[src/design/bid_pkg.sv]
// shared types, opcode names and operand-size table for the bytecode decoder
// no dependencies; imported by every module of the decoder
package bid_pkg;

	localparam int SEQ_WIDTH  = 32;
	localparam int TDATA_BITS = 176;

	// result kinds
	typedef enum logic [2:0] {
		KIND_DECODED = 3'd0,
		KIND_SKIPPED = 3'd1,
		KIND_TRUNC   = 3'd2,
		KIND_BADPAD  = 3'd3,
		KIND_END     = 3'd4
	} kind_t;

	// opcodes with a field layout of their own
	localparam logic [7:0] OP_NOP                   = 8'h00;
	localparam logic [7:0] OP_MOVE                  = 8'h01;
	localparam logic [7:0] OP_MOVE_FROM16           = 8'h02;
	localparam logic [7:0] OP_MOVE_16               = 8'h03;
	localparam logic [7:0] OP_MOVE_WIDE             = 8'h04;
	localparam logic [7:0] OP_MOVE_WIDE_FROM16      = 8'h05;
	localparam logic [7:0] OP_MOVE_WIDE_16          = 8'h06;
	localparam logic [7:0] OP_MOVE_OBJECT           = 8'h07;
	localparam logic [7:0] OP_MOVE_OBJECT_FROM16    = 8'h08;
	localparam logic [7:0] OP_MOVE_OBJECT_16        = 8'h09;
	localparam logic [7:0] OP_RETURN_VOID           = 8'h0E;
	localparam logic [7:0] OP_CONST_4               = 8'h12;
	localparam logic [7:0] OP_CONST_16              = 8'h13;
	localparam logic [7:0] OP_CONST                 = 8'h14;
	localparam logic [7:0] OP_CONST_HIGH16          = 8'h15;
	localparam logic [7:0] OP_CONST_WIDE_16         = 8'h16;
	localparam logic [7:0] OP_CONST_WIDE_32         = 8'h17;
	localparam logic [7:0] OP_CONST_WIDE            = 8'h18;
	localparam logic [7:0] OP_CONST_WIDE_HIGH16     = 8'h19;
	localparam logic [7:0] OP_CONST_STRING          = 8'h1A;
	localparam logic [7:0] OP_CONST_STRING_JUMBO    = 8'h1B;
	localparam logic [7:0] OP_CONST_CLASS           = 8'h1C;
	localparam logic [7:0] OP_CHECK_CAST            = 8'h1F;
	localparam logic [7:0] OP_INSTANCE_OF           = 8'h20;
	localparam logic [7:0] OP_ARRAY_LENGTH          = 8'h21;
	localparam logic [7:0] OP_NEW_INSTANCE          = 8'h22;
	localparam logic [7:0] OP_NEW_ARRAY             = 8'h23;
	localparam logic [7:0] OP_INVOKE_VIRTUAL_RANGE  = 8'h74;
	localparam logic [7:0] OP_INVOKE_SUPER_RANGE    = 8'h75;
	localparam logic [7:0] OP_INVOKE_DIRECT_RANGE   = 8'h76;
	localparam logic [7:0] OP_INVOKE_STATIC_RANGE   = 8'h77;
	localparam logic [7:0] OP_INVOKE_IFACE_RANGE    = 8'h78;

	// one result word
	typedef struct packed {
		logic [7:0]     opcode;
		kind_t          kind;
		logic [15:0]    reg_a;
		logic [15:0]    reg_b;
		logic [31:0]    pool_index;
		logic [7:0]     reg_count;
		logic [63:0]    literal;
		logic [31:0]    seq_number;
		logic           last_of_segment;
	} res_t;

	// decoded field group from the field decoder
	typedef struct packed {
		logic [15:0] reg_a;
		logic [15:0] reg_b;
		logic [31:0] pool_index;
		logic [7:0]  reg_count;
		logic [63:0] literal;
	} fields_t;

	function automatic logic is_decoded(input logic [7:0] op);
		return (op <= OP_NEW_ARRAY) ||
			(op >= OP_INVOKE_VIRTUAL_RANGE && op <= OP_INVOKE_IFACE_RANGE);
	endfunction

	// operand bytes that follow each opcode
	function automatic logic [3:0] op_size(input logic [7:0] op);
		logic [3:0] n;
		n = 4'd1;
		unique case (op) inside
			8'h02, 8'h05, 8'h08, 8'h13, 8'h15, 8'h16, 8'h19, 8'h1A, 8'h1C, 8'h1F,
			8'h20, 8'h22, 8'h23, 8'h29, [8'h2D:8'h3D], [8'h44:8'h6D],
			[8'h90:8'hAF], [8'hD0:8'hE2]:
				n = 4'd3;
			8'h03, 8'h06, 8'h09, 8'h14, 8'h17, 8'h1B, [8'h24:8'h26], [8'h2A:8'h2C],
			[8'h6E:8'h72], [8'h74:8'h78]:
				n = 4'd5;
			8'h18:
				n = 4'd9;
			default:
				n = 4'd1;
		endcase
		return n;
	endfunction

endpackage

[src/design/bid_fields.sv]
// field decoder: maps an assembled instruction onto register, pool, count and literal fields
// depends on bid_pkg
module bid_fields import bid_pkg::*; (
	input  logic [7:0]  opcode,
	input  logic [7:0]  first_operand,
	input  logic [63:0] operand_bits,
	output fields_t     fields
);

	logic [15:0] lo16;
	logic [15:0] hi16;
	logic [31:0] lo32;
	logic [15:0] b16;
	logic [15:0] nib_lo;
	logic [15:0] nib_hi;

	assign lo16   = operand_bits[15:0];
	assign hi16   = operand_bits[31:16];
	assign lo32   = operand_bits[31:0];
	assign b16    = {8'd0, first_operand};
	assign nib_lo = {12'd0, first_operand[3:0]};
	assign nib_hi = {12'd0, first_operand[7:4]};

	always_comb begin
		fields = '0;
		unique case (opcode)
			OP_NOP, OP_RETURN_VOID: begin
				fields = '0;
			end
			OP_MOVE, OP_MOVE_WIDE, OP_MOVE_OBJECT, OP_ARRAY_LENGTH: begin
				fields.reg_a = nib_lo;
				fields.reg_b = nib_hi;
			end
			OP_MOVE_FROM16, OP_MOVE_WIDE_FROM16, OP_MOVE_OBJECT_FROM16: begin
				fields.reg_a = b16;
				fields.reg_b = lo16;
			end
			// pad byte first, then two 16-bit registers
			OP_MOVE_16, OP_MOVE_WIDE_16, OP_MOVE_OBJECT_16: begin
				fields.reg_a = lo16;
				fields.reg_b = hi16;
			end
			OP_CONST_4: begin
				fields.reg_a   = nib_lo;
				fields.literal = {{60{first_operand[7]}}, first_operand[7:4]};
			end
			OP_CONST_16, OP_CONST_WIDE_16: begin
				fields.reg_a   = b16;
				fields.literal = {{48{lo16[15]}}, lo16};
			end
			OP_CONST: begin
				fields.reg_a   = b16;
				fields.literal = {32'd0, lo32};
			end
			OP_CONST_HIGH16: begin
				fields.reg_a   = b16;
				fields.literal = {32'd0, lo16, 16'd0};
			end
			OP_CONST_WIDE_32: begin
				fields.reg_a   = b16;
				fields.literal = {{32{lo32[31]}}, lo32};
			end
			OP_CONST_WIDE: begin
				fields.reg_a   = b16;
				fields.literal = operand_bits;
			end
			OP_CONST_WIDE_HIGH16: begin
				fields.reg_a   = b16;
				fields.literal = {lo16, 48'd0};
			end
			OP_CONST_STRING, OP_CONST_CLASS, OP_CHECK_CAST, OP_NEW_INSTANCE: begin
				fields.reg_a      = b16;
				fields.pool_index = {16'd0, lo16};
			end
			OP_CONST_STRING_JUMBO: begin
				fields.reg_a      = b16;
				fields.pool_index = lo32;
			end
			OP_INSTANCE_OF, OP_NEW_ARRAY: begin
				fields.reg_a      = nib_lo;
				fields.reg_b      = nib_hi;
				fields.pool_index = {16'd0, lo16};
			end
			OP_INVOKE_VIRTUAL_RANGE, OP_INVOKE_SUPER_RANGE, OP_INVOKE_DIRECT_RANGE,
			OP_INVOKE_STATIC_RANGE, OP_INVOKE_IFACE_RANGE: begin
				fields.reg_count  = first_operand;
				fields.pool_index = {16'd0, lo16};
				fields.reg_a      = hi16;
			end
			// single register operand forms
			default: begin
				fields.reg_a = b16;
			end
		endcase
	end

endmodule

[src/design/bid_assembler.sv]
// instruction assembler: opcode/operand tracking, skip and drain control, sequence counter
// depends on bid_pkg and bid_fields
module bid_assembler import bid_pkg::*; (
	input  logic       clk,
	input  logic       arst_n,
	input  logic       step,
	input  logic [7:0] data_byte,
	input  logic       segment_end,
	output logic       res_valid,
	output res_t       res
);

	logic [7:0]           op_q, op_nxt;
	logic [3:0]           pend_q, pend_nxt;
	logic [3:0]           pos_q, pos_nxt;
	logic [2:0]           skip_q, skip_nxt;
	logic                 drain_q, drain_nxt;
	logic [SEQ_WIDTH-1:0] ctr_q, ctr_nxt;
	logic [7:0]           first_q, first_nxt;
	logic [63:0]          bits_q, bits_nxt;
	logic                 clear;
	logic                 use_fields;
	kind_t                kind;
	logic [7:0]           res_op;
	logic [3:0]           size;
	logic [63:0]          ctr_ext;
	fields_t              fields;

	assign size    = op_size(data_byte);
	assign ctr_ext = 64'(ctr_q);

	always_comb begin
		op_nxt     = op_q;
		pend_nxt   = pend_q;
		pos_nxt    = pos_q;
		skip_nxt   = skip_q;
		drain_nxt  = drain_q;
		ctr_nxt    = ctr_q;
		first_nxt  = first_q;
		bits_nxt   = bits_q;
		clear      = 1'b0;
		use_fields = 1'b0;
		res_valid  = 1'b0;
		kind       = KIND_DECODED;
		res_op     = 8'd0;
		if (drain_q) begin
			if (segment_end) begin
				res_valid = 1'b1;
				kind      = KIND_END;
				clear     = 1'b1;
			end
		end else if (skip_q != 3'd0) begin
			skip_nxt = skip_q - 3'd1;
			if (segment_end) begin
				res_valid = 1'b1;
				kind      = KIND_END;
				clear     = 1'b1;
			end
		end else if (pend_q == 4'd0) begin
			if (!is_decoded(data_byte)) begin
				res_valid = 1'b1;
				kind      = KIND_SKIPPED;
				res_op    = data_byte;
				ctr_nxt   = ctr_q + 1'b1;
				skip_nxt  = size[2:0];
				clear     = segment_end;
			end else begin
				op_nxt    = data_byte;
				pend_nxt  = size;
				pos_nxt   = 4'd0;
				first_nxt = 8'd0;
				bits_nxt  = 64'd0;
				if (segment_end) begin
					res_valid = 1'b1;
					kind      = KIND_TRUNC;
					res_op    = data_byte;
					clear     = 1'b1;
				end
			end
		end else begin
			// operand byte: pad/first operand, then little-endian lanes
			if (pos_q == 4'd0) begin
				first_nxt = data_byte;
			end
			for (int i = 0; i < 8; i++) begin
				if (pos_q == 4'(i + 1)) begin
					bits_nxt[8*i +: 8] = data_byte;
				end
			end
			pos_nxt  = pos_q + 4'd1;
			pend_nxt = pend_q - 4'd1;
			res_op   = op_q;
			if (pend_q != 4'd1) begin
				if (segment_end) begin
					res_valid = 1'b1;
					kind      = KIND_TRUNC;
					clear     = 1'b1;
				end
			end else if ((op_q == OP_NOP || op_q == OP_RETURN_VOID) && first_nxt != 8'd0) begin
				res_valid = 1'b1;
				kind      = KIND_BADPAD;
				if (segment_end) begin
					clear = 1'b1;
				end else begin
					drain_nxt = 1'b1;
				end
			end else begin
				res_valid  = 1'b1;
				kind       = KIND_DECODED;
				use_fields = 1'b1;
				ctr_nxt    = ctr_q + 1'b1;
				clear      = segment_end;
			end
		end
	end

	bid_fields u_fields (
		.opcode        (op_q),
		.first_operand (first_nxt),
		.operand_bits  (bits_nxt),
		.fields        (fields)
	);

	always_comb begin
		res                 = '0;
		res.opcode          = res_op;
		res.kind            = kind;
		res.seq_number      = ctr_ext[31:0];
		res.last_of_segment = segment_end;
		if (use_fields) begin
			res.reg_a      = fields.reg_a;
			res.reg_b      = fields.reg_b;
			res.pool_index = fields.pool_index;
			res.reg_count  = fields.reg_count;
			res.literal    = fields.literal;
		end
	end

	always_ff @(posedge clk or negedge arst_n) begin
		if (!arst_n) begin
			op_q    <= 8'd0;
			pend_q  <= 4'd0;
			pos_q   <= 4'd0;
			skip_q  <= 3'd0;
			drain_q <= 1'b0;
			ctr_q   <= SEQ_WIDTH'(1);
		end else if (step) begin
			if (clear) begin
				op_q    <= 8'd0;
				pend_q  <= 4'd0;
				pos_q   <= 4'd0;
				skip_q  <= 3'd0;
				drain_q <= 1'b0;
				ctr_q   <= SEQ_WIDTH'(1);
			end else begin
				op_q    <= op_nxt;
				pend_q  <= pend_nxt;
				pos_q   <= pos_nxt;
				skip_q  <= skip_nxt;
				drain_q <= drain_nxt;
				ctr_q   <= ctr_nxt;
			end
		end
	end

	// operand buffers are cleared whenever an opcode that is decoded is taken
	always_ff @(posedge clk) begin
		if (step) begin
			first_q <= first_nxt;
			bits_q  <= bits_nxt;
		end
	end

	a_modes_exclusive: assert property (@(posedge clk) disable iff (!arst_n)
		!(drain_q && (skip_q != 3'd0)) && !((pend_q != 4'd0) && (drain_q || skip_q != 3'd0)))
		else $error("assembler in more than one mode");

	a_segment_restart: assert property (@(posedge clk) disable iff (!arst_n)
		step && segment_end |=> ctr_q == SEQ_WIDTH'(1) && pend_q == 4'd0 && !drain_q)
		else $error("state not restored after segment end");

	a_end_kinds_last: assert property (@(posedge clk) disable iff (!arst_n)
		step && res_valid && (kind == KIND_END || kind == KIND_TRUNC) |-> segment_end)
		else $error("end or truncation result away from segment end");

	// position may sit one past the last lane once a nine-byte operand is complete
	a_pos_bound: assert property (@(posedge clk) disable iff (!arst_n)
		(pend_q == 4'd0 || pos_q <= 4'd8) && pend_q <= 4'd9)
		else $error("operand position out of range");

endmodule

[src/design/bytecode_instruction_decoder_core.sv]
// top level of the bytecode instruction decoder: input register, assembler, result register
// depends on bid_pkg and bid_assembler
//
// The decoder takes a bytecode segment one byte per word on the slave stream (s_tlast marks
// the last byte) and reports instructions on the master stream. Opcodes 0x00-0x23 and
// 0x74-0x78 are gathered with their little-endian operands and reported once the last operand
// byte arrives, with register, pool index, count and literal fields filled in. Any other
// opcode is reported as skipped on its opcode byte and its operand bytes are swallowed. A
// nonzero pad after nop or return-void is reported and the rest of the segment is dropped; a
// segment that ends inside an instruction is reported as truncated; a segment that ends while
// bytes are being swallowed gives a segment-end-only word. Sequence numbers restart at 1 in
// each segment. Throughput is one byte per cycle while the master side is not stalled: a byte
// taken into the input register is folded into the assembly state by combinational logic at
// the next edge at which the output register is free, and any result is written to the output
// register at that same edge and held there until accepted. Backpressure on the master side
// stalls the input register only while the output register is still full.
module bytecode_instruction_decoder_core import bid_pkg::*; (
	input  logic                  clk,
	input  logic                  arst_n,
	// slave stream
	input  logic                  s_tvalid,
	output logic                  s_tready,
	input  logic [7:0]            s_tdata,   // data_byte
	input  logic                  s_tlast,   // segment_end
	// master stream
	output logic                  m_tvalid,
	input  logic                  m_tready,
	// opcode[7:0], reg_a[23:8], reg_b[39:24], pool_index[71:40], reg_count[79:72],
	// literal[143:80], seq_number[175:144]
	output logic [TDATA_BITS-1:0] m_tdata,
	output logic [2:0]            m_tuser,   // kind
	output logic                  m_tlast    // last_of_segment
);

	logic       vld_s1;
	logic [7:0] data_s1;
	logic       end_s1;
	logic       out_free;
	logic       step;
	logic       res_valid;
	res_t       res;
	res_t       res_q;
	logic       m_valid_q;

	// output slot is free when empty or being drained this cycle
	assign out_free = !m_valid_q || m_tready;
	assign step     = vld_s1 && out_free;
	assign s_tready = !vld_s1 || out_free;

	// input register
	always_ff @(posedge clk or negedge arst_n) begin
		if (!arst_n) begin
			vld_s1 <= 1'b0;
		end else if (s_tready) begin
			vld_s1 <= s_tvalid;
		end
	end

	always_ff @(posedge clk) begin
		if (s_tready && s_tvalid) begin
			data_s1 <= s_tdata;
			end_s1  <= s_tlast;
		end
	end

	bid_assembler u_asm (
		.clk         (clk),
		.arst_n      (arst_n),
		.step        (step),
		.data_byte   (data_s1),
		.segment_end (end_s1),
		.res_valid   (res_valid),
		.res         (res)
	);

	// result register
	always_ff @(posedge clk or negedge arst_n) begin
		if (!arst_n) begin
			m_valid_q <= 1'b0;
		end else if (out_free) begin
			m_valid_q <= step && res_valid;
		end
	end

	always_ff @(posedge clk) begin
		if (step && res_valid) begin
			res_q <= res;
		end
	end

	assign m_tvalid = m_valid_q;
	assign m_tdata  = {res_q.seq_number, res_q.literal, res_q.reg_count, res_q.pool_index,
		res_q.reg_b, res_q.reg_a, res_q.opcode};
	assign m_tuser  = res_q.kind;
	assign m_tlast  = res_q.last_of_segment;

	a_end_only_last: assert property (@(posedge clk) disable iff (!arst_n)
		m_valid_q && (res_q.kind == KIND_END || res_q.kind == KIND_TRUNC) |-> res_q.last_of_segment)
		else $error("end or truncation word without last flag");

	a_no_step_when_full: assert property (@(posedge clk) disable iff (!arst_n)
		m_valid_q && !m_tready |-> !step)
		else $error("assembler advanced while result register blocked");

	a_end_only_opcode: assert property (@(posedge clk) disable iff (!arst_n)
		m_valid_q && res_q.kind == KIND_END |-> res_q.opcode == 8'd0 && res_q.literal == 64'd0)
		else $error("segment-end word carries payload");

endmodule
[config.mk]
export PLATFORM = sky130hd
export DESIGN_NAME = bytecode_instruction_decoder_core
export DESIGN_NICKNAME = d
export VERILOG_FILES = /design/src/design/bid_pkg.sv /design/src/design/bid_fields.sv /design/src/design/bid_assembler.sv /design/src/design/bytecode_instruction_decoder_core.sv
export SDC_FILE = /design/constraint.sdc
export NUM_CORES = 1
export LEC_CHECK = 0
export BUFFER_PORTS_ARGS = -buffer_cell sky130_fd_sc_hd__buf_2
export CAP_MARGIN = 20
export CORE_ASPECT_RATIO = 2
export CORE_MARGIN = 10
export CORE_UTILIZATION = 55
export CTS_CLUSTER_SIZE = 30
export DETAILED_ROUTE_END_ITERATION = 12
export PLACE_DENSITY = 0.75
export SYNTH_ARGS = -nofsm -noshare
export SYNTH_HDL_FRONTEND = slang
export SYNTH_SLANG_ARGS = --single-unit
[constraint.sdc]
create_clock -name clk -period 28.5 [get_ports clk]
set_input_delay 7.125 -clock clk [delete_from_list [all_inputs] [get_ports clk]]
set_output_delay 7.125 -clock clk [all_outputs]
set_load 0.03 [all_outputs]
==> out/metrics.yaml <==
status: "completed"
grt_antenna_before_repair: 0
dp_hpwl_um: 28500
h-tree-depth: 1
root_buffer: "clkbuf_16"
final-max-slew-violation-count: 0
p_per_area_nw_per_um2: 85.8
yosys-top-cells-area: "edfxtp_1, dfrtp_1, a22oi_1"
cp-end-kind: "output pin"
worst_slew_pin_slew_ps: 980
crit_required_ps: 21380
ant_nets: 0
syn_nets: 1313
finalSetupViolations: 0
vdd_drop_max_mv: 0.0543
cts_buffer_depth: 3
grt_max_degree: 79
r2r-end: "m_tdata[143]$_SDFFCE_PN0P_"
final_core_utilization_pct: 63.4
tritoncts: "yes"
crit_arrival_ps: 7600
fin_ws_ps: 13780
synthTopCellsByCount: "edfxtp_1, nand2_1, a22oi_1, a21oi_1, nor2_1"
synth-edff-count: 261
die_x_um: 137
fin_nets: 1470
relSlewSlack_pct: 34.5
grt_overflow: 0
async_flop_share_pct: 17.1
clkSinkCount: 315
fmax_mhz: 67.9
ys_seq_area_share_pct: 61.2
path_clk_slew_ps: 70
reg2reg_setup_slack_ps: 24620
crit_chain: "buf_2 > nand3b_1 > buf_2"
drc: 0
num_vias: 11500
coreArea_sq_um: 26900
pin_count: 195
clk_latency_ps: 570
synthMostInstantiatedCell: "edfxtp_1"
dr.pass1.iters: 6
crit_family: "buffers and inverters"
rows: 85
drt-total-wl_um: 41500
worst-path-stages: 3
cp_num_buf_inv: 2
initial_core_util_pct: 55.8
grt_pass1_wl_um: 63500
cp_max_fo: 3
period_needed_ps: 14720
io_buffer_count: 194
gp_congestion: 0.940
antenna_cells: 0
cap_viol_max_count: 0
holdCritPathClass: "reg -> reg"
critPathLaunchType: "input pin"
hold_viol_final: 0
p_leak_nw: 6.14
synth_cell_types: 86
fin_crit_sh_pct: 51.7
fp.dieArea_sq_um: 34700
cts_resized: 0
cts_made_buffers: 26
synth_area_sq_um: 15000
synth_area_leader_cell: "edfxtp_1"
cts_hold_buffers: 0
min_from: "u_asm.ctr_q[31]$_DFFE_PN0P_"
viasPerCell: 6.34
hold_depth: 0
cpMostUsedCell: "buf_2"
drive_above_1_share_pct: 21.8
grt_pass1_vias: 11400
place_ws_ps: 13780
dieHeight_um: 254
drt_iter0_drc: 1141
whs_ps: 494
min_to: "m_tdata[175]$_DFFE_PP_"
wl_per_cell_um: 22.9
r2r_cells: 9
setup_tns_ps: 0
post_cts_buffers: 0
synth_cells: 1290
worstSetupPathType: "in -> out"
rsz0062_at_grt: "false"
grtUsageTotal_pct: 23.3
cpPeakStageDelay_ps: 200
crit_slowest_cell: "buf_2"
r2r_start: "u_asm.pend_q[0]$_DFFE_PN0P_"
fin_skew_ps: 22.8
yosys_warnings: 0
synthFlopType: "edfxtp_1"
synth_top_area_share_pct: 52.2
postSynthAreaPerCell_sq_um: 11.6
area_growth_pct: 13.6
ys_ff_latch: 315
-- how the worst max path moves through the flow --
stage                         from                        to
final                     m_tready                  s_tready
after global routing      m_tready                  s_tready
after CTS                 m_tready                  s_tready
after detailed placement  m_tready                  s_tready
after global placement    m_tready                  s_tready
after floorplan           m_tready  m_tdata[0]$_SDFFCE_PP0P_
-- stage by stage --
step	instances	instance area [sq um]	power (mW)
floorplan	1290	15000	0.981
global placement	1766	16200	1.10
detailed placement	1767	16200	1.12
CTS	1814	17100	1.47
global route	1814	17100	1.53
finish	1814	17100	1.46
-- kinds of logic after synthesis --
kind of cell / after synthesis / synth area share [%]
AO/OA/AOI/OAI: 401 / 17.8
XOR/XNOR: 18 / 1.05
adder cells (fa/ha/maj): 11 / 0.899
buffers and inverters: 116 / 3.42
flip-flops: 315 / 61.2
multiplexers: 5 / 0.350
AND/OR/NAND/NOR: 424 / 15.4
-- metal layers --
metal	track usage (%)	vias up	wire, um
li1	-	5247	-
met1	25.5	5577	14200
met2	41.6	551	22000
met3	3.44	125	3100
met4	12.9	0	2240
met5	0	-	0
-- flip-flops by register name (all words and copies together) (netlist names) --
name / count
data_s1: 8
end_s1: 1
m_tdata: 176
m_tlast: 1
m_tuser: 3
m_tvalid: 1
u_asm.bits_q: 64
u_asm.ctr_q: 32
u_asm.drain_q: 1
u_asm.first_q: 8
u_asm.op_q: 8
u_asm.pend_q: 4
u_asm.pos_q: 4
u_asm.skip_q: 3
vld_s1: 1
-- power by group --
group	internal (mW)	switching (mW)
Sequential	0.598	0.0348
Combinational	0.131	0.348
Clock	0.181	0.172
-- cell usage in the layout (no fill, tap or decap), drive strengths merged, types with 11 or more instances in the layout --
master    n
nand3    29
nand4    21
nor2     82
xnor2    15
dfrtp    53
clkbuf   29
a22oi   125
and4     11
inv      24
buf     224
edfxtp  261
and3     11
a22o     15
nand2b   14
nor4     20
or3      13
nor3     22
nand2   128
a21oi   105
nor2b    42
o21ai    87
-- cell type report --
class	count	area, sq um
clock buffer	29	662
clock inverter	18	161
fill	2112	9840
inverter	21	78.8
multi-input combinational	859	5340
sequential	315	9190
tap	348	435
timing repair buffer	224	1200
No activity file was read; power rests on OpenSTA's default activity.
